$ cat src/hdl/mau_pkg.sv
// Shared types, constants and modular step function for the modular arithmetic unit.
`timescale 1ns / 1ps

package mau_pkg;

   localparam int WORD_BITS = 30;
   localparam int WIDE_BITS = 64;
   localparam int CNT_BITS  = 6;

   localparam logic [WORD_BITS-1:0] MOD_P     = 30'd1000000007;
   localparam logic [WORD_BITS:0]   MOD_P_EXT = {1'b0, MOD_P};
   localparam logic [WIDE_BITS-1:0] INV_EXP   = 64'd1000000005;

   localparam logic [CNT_BITS-1:0] MUL_LAST = CNT_BITS'(WORD_BITS - 1);
   localparam logic [CNT_BITS-1:0] RED_LAST = CNT_BITS'(WIDE_BITS - 1);

   typedef enum logic [2:0] {
      CMD_ADD    = 3'd0,
      CMD_SUB    = 3'd1,
      CMD_NEG    = 3'd2,
      CMD_MUL    = 3'd3,
      CMD_INV    = 3'd4,
      CMD_DIV    = 3'd5,
      CMD_POW    = 3'd6,
      CMD_REDUCE = 3'd7
   } cmd_type;

   typedef enum logic [3:0] {
      OP_IDLE,
      OP_LOAD,
      OP_INV_SETUP,
      OP_POW_SETUP,
      OP_MULA_SETUP,
      OP_MSTART,
      OP_MSTEP,
      OP_COMMIT_POW,
      OP_COMMIT_MUL,
      OP_RSTEP,
      OP_FINISH
   } dp_op_type;

   typedef struct packed {
      cmd_type cmd;
      logic    neg;
      logic    exp_zero;
   } dp_status_type;

   typedef enum logic [3:0] {
      S_IDLE,
      S_DISPATCH,
      S_INV_SETUP,
      S_POW_SETUP,
      S_POW_CHECK,
      S_MULA_SETUP,
      S_MSTART,
      S_MSTEP,
      S_MCOMMIT,
      S_RSTEP,
      S_FINISH
   } state_type;

   typedef enum logic [1:0] {
      PH_INV,
      PH_POW,
      PH_MUL
   } phase_type;

   // One MSB-first step of a serial modular product: (2t + bit*y) mod P.
   function automatic logic [WORD_BITS-1:0] mod_step(logic [WORD_BITS-1:0] t,
                                                     logic bit_in,
                                                     logic [WORD_BITS-1:0] y);
      logic [WORD_BITS:0] u;
      logic [WORD_BITS:0] v;
      u = {t, 1'b0};
      if (u >= MOD_P_EXT) begin
         u = u - MOD_P_EXT;
      end
      v = u + (bit_in ? {1'b0, y} : '0);
      if (v >= MOD_P_EXT) begin
         v = v - MOD_P_EXT;
      end
      return v[WORD_BITS-1:0];
   endfunction

endpackage

$ cat src/hdl/modular_arithmetic_unit.sv
// Top level of the modular arithmetic unit over the prime 1000000007.
// Add, subtract and negate need no serial pass; multiply is one serial multiplier pass and
// reduce a bit-serial pass over the 64-bit value; each power step is one serial multiplier
// pass, and inverse (Fermat) is a power with a 30-bit exponent; divide and negative power add both.
// One word at a time: busy stays high until the result strobe; the receiver cannot stall.
// Reset (synchronous, active high) returns the controller to idle and clears the strobe.
`timescale 1ns / 1ps

module modular_arithmetic_unit (
   input  logic                                 clock,
   input  logic                                 reset,
   input  logic                                 start,
   output logic                                 busy,
   input  logic [2:0]                           req_command,
   input  logic [mau_pkg::WORD_BITS-1:0]        req_operand_a,
   input  logic [mau_pkg::WORD_BITS-1:0]        req_operand_b,
   input  logic signed [mau_pkg::WIDE_BITS-1:0] req_wide_value,
   output logic                                 rsp_valid,
   output logic [mau_pkg::WORD_BITS-1:0]        rsp_result,
   output logic                                 rsp_divide_by_zero
);

   mau_pkg::dp_op_type     op;
   mau_pkg::dp_status_type status;

   mau_controller u_ctrl (
      .clock  (clock),
      .reset  (reset),
      .start  (start),
      .busy   (busy),
      .status (status),
      .op     (op)
   );

   mau_datapath u_dp (
      .clock              (clock),
      .reset              (reset),
      .op                 (op),
      .status             (status),
      .req_command        (req_command),
      .req_operand_a      (req_operand_a),
      .req_operand_b      (req_operand_b),
      .req_wide_value     (req_wide_value),
      .rsp_valid          (rsp_valid),
      .rsp_result         (rsp_result),
      .rsp_divide_by_zero (rsp_divide_by_zero)
   );

endmodule

$ cat src/hdl/mau_datapath.sv
// Datapath: operand registers, serial modular multipliers, reduce and result logic.
`timescale 1ns / 1ps

module mau_datapath (
   input  logic                           clock,
   input  logic                           reset,
   input  mau_pkg::dp_op_type             op,
   output mau_pkg::dp_status_type         status,
   input  logic [2:0]                     req_command,
   input  logic [mau_pkg::WORD_BITS-1:0]  req_operand_a,
   input  logic [mau_pkg::WORD_BITS-1:0]  req_operand_b,
   input  logic signed [mau_pkg::WIDE_BITS-1:0] req_wide_value,
   output logic                           rsp_valid,
   output logic [mau_pkg::WORD_BITS-1:0]  rsp_result,
   output logic                           rsp_divide_by_zero
);

   mau_pkg::cmd_type                 cmd_ff, cmd_in;
   logic                             neg_ff, neg_in;
   logic [mau_pkg::WORD_BITS-1:0]    a_ff, a_in;
   logic [mau_pkg::WORD_BITS-1:0]    b_ff, b_in;
   logic [mau_pkg::WIDE_BITS-1:0]    exp_ff, exp_in;
   logic [mau_pkg::WIDE_BITS-1:0]    mag_ff, mag_in;
   logic [mau_pkg::WORD_BITS-1:0]    acc_ff, acc_in;
   logic [mau_pkg::WORD_BITS-1:0]    base_ff, base_in;
   logic [mau_pkg::WORD_BITS-1:0]    t1_ff, t1_in;
   logic [mau_pkg::WORD_BITS-1:0]    t2_ff, t2_in;
   logic [mau_pkg::WORD_BITS-1:0]    m1_ff, m1_in;
   logic [mau_pkg::WORD_BITS-1:0]    m2_ff, m2_in;
   logic                             flag_ff, flag_in;
   logic                             valid_ff, valid_in;
   logic [mau_pkg::WORD_BITS-1:0]    result_ff, result_in;
   logic                             dbz_ff, dbz_in;

   logic [mau_pkg::WIDE_BITS-1:0]    wide_u;
   logic [mau_pkg::WORD_BITS-1:0]    inv_sel;
   logic [mau_pkg::WORD_BITS:0]      sum;
   logic [mau_pkg::WORD_BITS-1:0]    final_val;

   assign wide_u = req_wide_value;
   assign status = '{cmd: cmd_ff, neg: neg_ff, exp_zero: (exp_ff == '0)};
   assign inv_sel = (cmd_ff == mau_pkg::CMD_DIV) ? b_ff : a_ff;

   always_comb begin
      sum = '0;
      final_val = acc_ff;
      case (cmd_ff)
         mau_pkg::CMD_ADD: begin
            sum = {1'b0, a_ff} + {1'b0, b_ff};
            if (sum >= mau_pkg::MOD_P_EXT) begin
               sum = sum - mau_pkg::MOD_P_EXT;
            end
            final_val = sum[mau_pkg::WORD_BITS-1:0];
         end
         mau_pkg::CMD_SUB: begin
            if (a_ff >= b_ff) begin
               sum = {1'b0, a_ff} - {1'b0, b_ff};
            end else begin
               sum = {1'b0, a_ff} + mau_pkg::MOD_P_EXT - {1'b0, b_ff};
            end
            final_val = sum[mau_pkg::WORD_BITS-1:0];
         end
         mau_pkg::CMD_NEG: begin
            final_val = (a_ff == '0) ? '0 : mau_pkg::MOD_P - a_ff;
         end
         mau_pkg::CMD_REDUCE: begin
            final_val = (neg_ff && t1_ff != '0) ? mau_pkg::MOD_P - t1_ff : t1_ff;
         end
         default: begin
            final_val = acc_ff;
         end
      endcase
   end

   always_comb begin
      cmd_in    = cmd_ff;
      neg_in    = neg_ff;
      a_in      = a_ff;
      b_in      = b_ff;
      exp_in    = exp_ff;
      mag_in    = mag_ff;
      acc_in    = acc_ff;
      base_in   = base_ff;
      t1_in     = t1_ff;
      t2_in     = t2_ff;
      m1_in     = m1_ff;
      m2_in     = m2_ff;
      flag_in   = flag_ff;
      valid_in  = 1'b0;
      result_in = result_ff;
      dbz_in    = dbz_ff;
      unique case (op)
         mau_pkg::OP_IDLE: begin
         end
         mau_pkg::OP_LOAD: begin
            cmd_in  = mau_pkg::cmd_type'(req_command);
            neg_in  = wide_u[mau_pkg::WIDE_BITS-1];
            a_in    = (req_operand_a >= mau_pkg::MOD_P) ? req_operand_a - mau_pkg::MOD_P
                                                        : req_operand_a;
            b_in    = (req_operand_b >= mau_pkg::MOD_P) ? req_operand_b - mau_pkg::MOD_P
                                                        : req_operand_b;
            acc_in  = (req_operand_b >= mau_pkg::MOD_P) ? req_operand_b - mau_pkg::MOD_P
                                                        : req_operand_b;
            exp_in  = wide_u[mau_pkg::WIDE_BITS-1] ? ('0 - wide_u) : wide_u;
            // exponent magnitude kept aside, the inverse pass reuses exp_ff
            mag_in  = wide_u[mau_pkg::WIDE_BITS-1] ? ('0 - wide_u) : wide_u;
            t1_in   = '0;
            flag_in = 1'b0;
         end
         mau_pkg::OP_INV_SETUP: begin
            // inverse by Fermat: x^(P-2); zero gives 1 with the flag
            acc_in  = mau_pkg::WORD_BITS'(1);
            base_in = inv_sel;
            if (inv_sel == '0) begin
               flag_in = 1'b1;
               exp_in  = '0;
            end else begin
               exp_in  = mau_pkg::INV_EXP;
            end
         end
         mau_pkg::OP_POW_SETUP: begin
            base_in = neg_ff ? acc_ff : a_ff;
            acc_in  = mau_pkg::WORD_BITS'(1);
            exp_in  = mag_ff;
         end
         mau_pkg::OP_MULA_SETUP: begin
            base_in = a_ff;
         end
         mau_pkg::OP_MSTART: begin
            m1_in = acc_ff;
            m2_in = base_ff;
            t1_in = '0;
            t2_in = '0;
         end
         mau_pkg::OP_MSTEP: begin
            t1_in = mau_pkg::mod_step(t1_ff, m1_ff[mau_pkg::WORD_BITS-1], base_ff);
            t2_in = mau_pkg::mod_step(t2_ff, m2_ff[mau_pkg::WORD_BITS-1], base_ff);
            m1_in = {m1_ff[mau_pkg::WORD_BITS-2:0], 1'b0};
            m2_in = {m2_ff[mau_pkg::WORD_BITS-2:0], 1'b0};
         end
         mau_pkg::OP_COMMIT_POW: begin
            if (exp_ff[0]) begin
               acc_in = t1_ff;
            end
            base_in = t2_ff;
            exp_in  = {1'b0, exp_ff[mau_pkg::WIDE_BITS-1:1]};
         end
         mau_pkg::OP_COMMIT_MUL: begin
            acc_in = t1_ff;
         end
         mau_pkg::OP_RSTEP: begin
            t1_in  = mau_pkg::mod_step(t1_ff, exp_ff[mau_pkg::WIDE_BITS-1],
                                       mau_pkg::WORD_BITS'(1));
            exp_in = {exp_ff[mau_pkg::WIDE_BITS-2:0], 1'b0};
         end
         mau_pkg::OP_FINISH: begin
            valid_in  = 1'b1;
            result_in = final_val;
            dbz_in    = flag_ff;
         end
         default: begin
         end
      endcase
   end

   always_ff @(posedge clock) begin
      if (reset) begin
         valid_ff <= 1'b0;
      end else begin
         valid_ff <= valid_in;
      end
      cmd_ff    <= cmd_in;
      neg_ff    <= neg_in;
      a_ff      <= a_in;
      b_ff      <= b_in;
      exp_ff    <= exp_in;
      mag_ff    <= mag_in;
      acc_ff    <= acc_in;
      base_ff   <= base_in;
      t1_ff     <= t1_in;
      t2_ff     <= t2_in;
      m1_ff     <= m1_in;
      m2_ff     <= m2_in;
      flag_ff   <= flag_in;
      result_ff <= result_in;
      dbz_ff    <= dbz_in;
   end

   assign rsp_valid          = valid_ff;
   assign rsp_result         = result_ff;
   assign rsp_divide_by_zero = dbz_ff;

endmodule

$ cat src/hdl/mau_controller.sv
// Controller: sequences load, inverse, power, multiply and reduce steps.
`timescale 1ns / 1ps

module mau_controller (
   input  logic                   clock,
   input  logic                   reset,
   input  logic                   start,
   output logic                   busy,
   input  mau_pkg::dp_status_type status,
   output mau_pkg::dp_op_type     op
);

   mau_pkg::state_type            state_ff, state_in;
   mau_pkg::phase_type            phase_ff, phase_in;
   logic [mau_pkg::CNT_BITS-1:0]  cnt_ff, cnt_in;

   always_ff @(posedge clock) begin
      if (reset) begin
         state_ff <= mau_pkg::S_IDLE;
         phase_ff <= mau_pkg::PH_INV;
         cnt_ff   <= '0;
      end else begin
         state_ff <= state_in;
         phase_ff <= phase_in;
         cnt_ff   <= cnt_in;
      end
   end

   always_comb begin
      state_in = state_ff;
      phase_in = phase_ff;
      cnt_in   = cnt_ff;
      op       = mau_pkg::OP_IDLE;
      busy     = (state_ff != mau_pkg::S_IDLE);
      unique case (state_ff)
         mau_pkg::S_IDLE: begin
            if (start) begin
               op       = mau_pkg::OP_LOAD;
               state_in = mau_pkg::S_DISPATCH;
            end
         end
         mau_pkg::S_DISPATCH: begin
            cnt_in = '0;
            case (status.cmd) inside
               mau_pkg::CMD_MUL:    state_in = mau_pkg::S_MULA_SETUP;
               mau_pkg::CMD_INV,
               mau_pkg::CMD_DIV:    state_in = mau_pkg::S_INV_SETUP;
               mau_pkg::CMD_POW:    state_in = status.neg ? mau_pkg::S_INV_SETUP
                                                          : mau_pkg::S_POW_SETUP;
               mau_pkg::CMD_REDUCE: state_in = mau_pkg::S_RSTEP;
               default:             state_in = mau_pkg::S_FINISH;
            endcase
         end
         mau_pkg::S_INV_SETUP: begin
            op       = mau_pkg::OP_INV_SETUP;
            phase_in = mau_pkg::PH_INV;
            state_in = mau_pkg::S_POW_CHECK;
         end
         mau_pkg::S_POW_SETUP: begin
            op       = mau_pkg::OP_POW_SETUP;
            phase_in = mau_pkg::PH_POW;
            state_in = mau_pkg::S_POW_CHECK;
         end
         mau_pkg::S_POW_CHECK: begin
            if (!status.exp_zero) begin
               state_in = mau_pkg::S_MSTART;
            end else if (phase_ff == mau_pkg::PH_INV) begin
               case (status.cmd)
                  mau_pkg::CMD_DIV: state_in = mau_pkg::S_MULA_SETUP;
                  mau_pkg::CMD_POW: state_in = mau_pkg::S_POW_SETUP;
                  default:          state_in = mau_pkg::S_FINISH;
               endcase
            end else begin
               state_in = mau_pkg::S_FINISH;
            end
         end
         mau_pkg::S_MULA_SETUP: begin
            op       = mau_pkg::OP_MULA_SETUP;
            phase_in = mau_pkg::PH_MUL;
            state_in = mau_pkg::S_MSTART;
         end
         mau_pkg::S_MSTART: begin
            op       = mau_pkg::OP_MSTART;
            cnt_in   = '0;
            state_in = mau_pkg::S_MSTEP;
         end
         mau_pkg::S_MSTEP: begin
            op     = mau_pkg::OP_MSTEP;
            cnt_in = cnt_ff + 1'b1;
            if (cnt_ff == mau_pkg::MUL_LAST) begin
               state_in = mau_pkg::S_MCOMMIT;
            end
         end
         mau_pkg::S_MCOMMIT: begin
            if (phase_ff == mau_pkg::PH_MUL) begin
               op       = mau_pkg::OP_COMMIT_MUL;
               state_in = mau_pkg::S_FINISH;
            end else begin
               op       = mau_pkg::OP_COMMIT_POW;
               state_in = mau_pkg::S_POW_CHECK;
            end
         end
         mau_pkg::S_RSTEP: begin
            op     = mau_pkg::OP_RSTEP;
            cnt_in = cnt_ff + 1'b1;
            if (cnt_ff == mau_pkg::RED_LAST) begin
               state_in = mau_pkg::S_FINISH;
            end
         end
         mau_pkg::S_FINISH: begin
            op       = mau_pkg::OP_FINISH;
            state_in = mau_pkg::S_IDLE;
         end
         default: begin
            state_in = mau_pkg::S_IDLE;
         end
      endcase
   end

endmodule
$ cat config.mk
export PLATFORM = sky130hd
export DESIGN_NAME = modular_arithmetic_unit
export DESIGN_NICKNAME = d
export VERILOG_FILES = /design/src/hdl/mau_pkg.sv /design/src/hdl/modular_arithmetic_unit.sv /design/src/hdl/mau_datapath.sv /design/src/hdl/mau_controller.sv
export SDC_FILE = /design/constraint.sdc
export NUM_CORES = 2
export LEC_CHECK = 0
export ABC_AREA = 0
export BUFFER_PORTS_ARGS = -buffer_cell sky130_fd_sc_hd__buf_2
export CAP_MARGIN = 20
export CORE_MARGIN = 4
export CORE_UTILIZATION = 45
export DETAILED_ROUTE_END_ITERATION = 12
export MAX_ROUTING_LAYER = met4
export PLACE_DENSITY_LB_ADDON = 0.3
export SYNTH_ARGS = -nofsm -noshare
export SYNTH_HDL_FRONTEND = slang
export SYNTH_SLANG_ARGS = --single-unit
$ cat constraint.sdc
create_clock -name clock -period 18.3 [get_ports clock]
set_clock_uncertainty 0.05 [all_clocks]
set_input_delay 1.83 -clock clock [delete_from_list [all_inputs] [get_ports clock]]
set_output_delay 1.83 -clock clock [all_outputs]
set_load 0.05 [all_outputs]
==> flow_summary.ini <==
[status]
status = complete, no violations

[power]
total_power_w = 0.00705
p_sw_share_pct = 49.6
p_per_area_nw_per_um2 = 174
power_frac_comb_pct = 58.7
p_int_w = 0.00355
p_seq_share_pct = 26.3
irDropWorstVdd_mv = 0.0906
p_sw_w = 0.00350
p_leak_nw = 15.4
power_frac_clock_pct = 15.0

[floorplan]
dieHeight_um = 294
core_um2 = 80900
dieWidth_um = 294
start_util_pct = 45.6
rows = 104
ioPinCount = 163
die_area_um2 = 86600

[timing]
fin_setup_tns_ns = 0
report.final.slew_viol_count = 0
tightest_slew_ns = 1.26
period_share_pct = 53.7
fmaxAchievable_ghz = 0.102
hold_violations = 0
rsz0062_at_grt = false
relSlewSlack_pct = 15.0
finalSetupViolCount = 0
finalCriticalPeriod_ns = 9.84

[yosys]
synth-simple-area-share_pct = 22.1
seq_area_frac_synth_pct = 33.6
synth_compound_area_share_pct = 22.3
yosysWarnings = 0
synthCells = 4343
synth_xor_area_share_pct = 9.87
synth_ff_type = edfxtp_1
yosys.area_share.adder_pct = 7.09
synth.mux.area_fraction_pct = 0.953
ys_types = 109
synth_top_area_share_pct = 32.9
syn-cell-area_um2 = 36900
yosysTopAreaCell = edfxtp_1
synth_top_family_by_area = compound AO/OA/AOI/OAI gates
ys_seq_elements = 417
ys_async_sr_fraction_pct = 0
yosys-top-cells-area = edfxtp_1 33%, xnor2_1 7.2%, ha_1 6.0%, nand2_1 5.9%, a21oi_1 4.1%
avgSynthCellArea_um2 = 8.49
synth-edff-count = 404
synth_fp_nets = 4669

[final_layout]
multiInputGateArea_um2 = 23100
nets = 4702
largestRegisters = u_dp.exp_ff: 64 flops, u_dp.mag_ff: 64 flops
layout_common_cells = 582 x nand2_1, 404 x edfxtp_1, 357 x nor2_1, 303 x a21oi_1, 303 x xnor2_1
final-seq-area_um2 = 12400
area_growth_pct = 9.49
final_common_cell = nand2_1
drive_gt1_share_pct = 8.56
fillers = 7816

[global_route]
grt_pass1_vias = 31900
grt_util_all_layers_pct = 28.7
grt_pass1_wl_um = 190000
antenna_found_initial = 14
grt_overflow = 0
grt_max_degree = 125

[routing]
drt_iter0_drc = 4017
drc = 0
num_vias = 34500
routed_wl_um = 125000
routed_via_density = 6.28
wl_per_cell_um = 22.9
postRouteAntennaNets = 0
drt-pass1-iter-count = 9

[clocking]
cts_tree = yes
numCtsBuffers = 49
clockBufferDepth = 3
postCtsHoldBufs = 0
clock_latency_ns = 0.62
cts-root-buf = clkbuf_16
cts_sinks = 417
clkTransAtPathRegs_ns = 0.07
cts.repair.resized = 0
cts_setup_buffers = 0
cts_max_level = 2

[critical_path]
timing.rr.end = u_dp.t2_ff[6]$_SDFFCE_PP0P_
crit_fanout = 23
r2r-start = u_dp.t2_ff[2]$_SDFFCE_PP0P_
reg2reg_depth = 33
startpoint_type = flip-flop
path_class = flip-flop to flip-flop
cp.required_ns = 18.59
max_stage_delay_ns = 0.79
arrival_ns = 10.13
crit_path_start = u_dp.t2_ff[2]$_SDFFCE_PP0P_
r2r_slack_ns = 8.46
worstSetupEndpoint = u_dp.t2_ff[6]$_SDFFCE_PP0P_
setup.worst_path.end_class = flip-flop
cp_common_cell = nor2_1
critPathSlowestCell = a2111oi_0

[min_path]
min_path_cells = 2
hold_class = flip-flop to flip-flop

[placed_design]
dp_hpwl_um = 95300
gp_congestion = 0.983
port-buffer-count = 162

[run]
maxCapViolCount = 0
Yosys cell counts, drive strengths merged, types with 13 or more instances:
master	number
a211o	18
a211oi	31
a21boi	17
a21o	58
a21oi	305
a221oi	15
a222oi	93
a22o	31
a31o	14
a31oi	40
and2	98
and3	60
buf	26
clkbuf	195
dfxtp	13
edfxtp	404
fa	20
ha	176
inv	178
mux2i	25
nand2	583
nand2b	55
nand3	110
nand4	48
nor2	361
nor2b	29
nor3	130
nor3b	15
nor4	60
o2111ai	17
o211ai	42
o21a	39
o21ai	223
o21bai	25
o221ai	18
o22ai	23
o31ai	38
or2	18
or3	68
or4	20
xnor2	306
xor2	103
cell families (layout without fill, tap and decap cells):
kind of cell    Yosys count  count (layout)
compound gates         1183            1183
xor+xnor                411             411
fa+ha+maj               197             197
buf+inv                 403             476
flops                   417             417
mux                      34              34
other cells               0              13
simple gates           1698            1698
per-stage QoR:
stage	utilization, %	std cells	setup slack [ns]	hold WS, ns	instance area, um2
after global routing	49.9	5489	7.56	0.471	40400
after CTS	49.9	5476	8.58	0.453	40400
after detailed placement	47.7	5385	8.68	0.443	38600
final	49.9	5489	8.46	0.458	40400
after floorplan	-	4343	11.09	0.350	36900
after global placement	47.7	5385	8.86	0.434	38600
cell type report:
class / instances / area share, %
Inverter: 182 / 1.70
Clock inverter: 34 / 1.17
Clock buffer: 57 / 3.14
Timing Repair Buffer: 203 / 2.80
Tap cell: 1060 / 3.28
Multi-Input combinational cell: 3523 / 57.2
Antenna cell: 13 / 0.0805
Sequential cell: 417 / 30.7
worst max-delay path: cells and delay by family, from the launching register on:
family | cells | cell delay [ns]
AND/OR/NAND/NOR | 9 | 2.14
buffers and inverters | 3 | 0.94
adder cells (fa/ha/maj) | 3 | 0.97
flip-flops | 1 | 0.44
XOR/XNOR | 2 | 0.35
AO/OA/AOI/OAI | 16 | 4.65
power by group through the flow:
stage | registers (W) | clock network (W) | logic [W]
floorplan | 0.00164 | 0 | 0.00309
global placement | 0.00186 | 0 | 0.00401
global route | 0.00187 | 0.00112 | 0.00451
detailed placement | 0.00186 | 0 | 0.00403
finish | 0.00185 | 0.00106 | 0.00413
CTS | 0.00184 | 0.00108 | 0.00405
layer usage:
metal | up-vias | wire [um] | track usage, % | part of all wire (%)
met5 | - | 0 | - | 0
met4 | 0 | 5240 | 10.7 | 4.2
met3 | 266 | 10600 | 4.72 | 8.4
met2 | 1595 | 57800 | 45.7 | 46
met1 | 16400 | 51800 | 37.1 | 41
li1 | 16200 | - | - | -
worst min path at each step:
| stage | from | to | slack, ns |
|---|---|---|---|
| final | u_dp.m2_ff[5]$_DFFE_PP_ | u_dp.m2_ff[6]$_DFFE_PP_ | 0.46 |
| after global routing | u_dp.flag_ff$_DFFE_PP_ | u_dp.rsp_divide_by_zero$_DFFE_PP_ | 0.47 |
| after CTS | u_dp.m1_ff[13]$_DFFE_PP_ | u_dp.m1_ff[14]$_DFFE_PP_ | 0.45 |
| after detailed placement | u_dp.m2_ff[7]$_DFFE_PP_ | u_dp.m2_ff[8]$_DFFE_PP_ | 0.44 |
| after global placement | u_dp.m1_ff[10]$_DFFE_PP_ | u_dp.m1_ff[11]$_DFFE_PP_ | 0.43 |
| after floorplan | u_dp.flag_ff$_DFFE_PP_ | u_dp.rsp_divide_by_zero$_DFFE_PP_ | 0.35 |
Note: power is estimated with default switching activity, not from simulation.
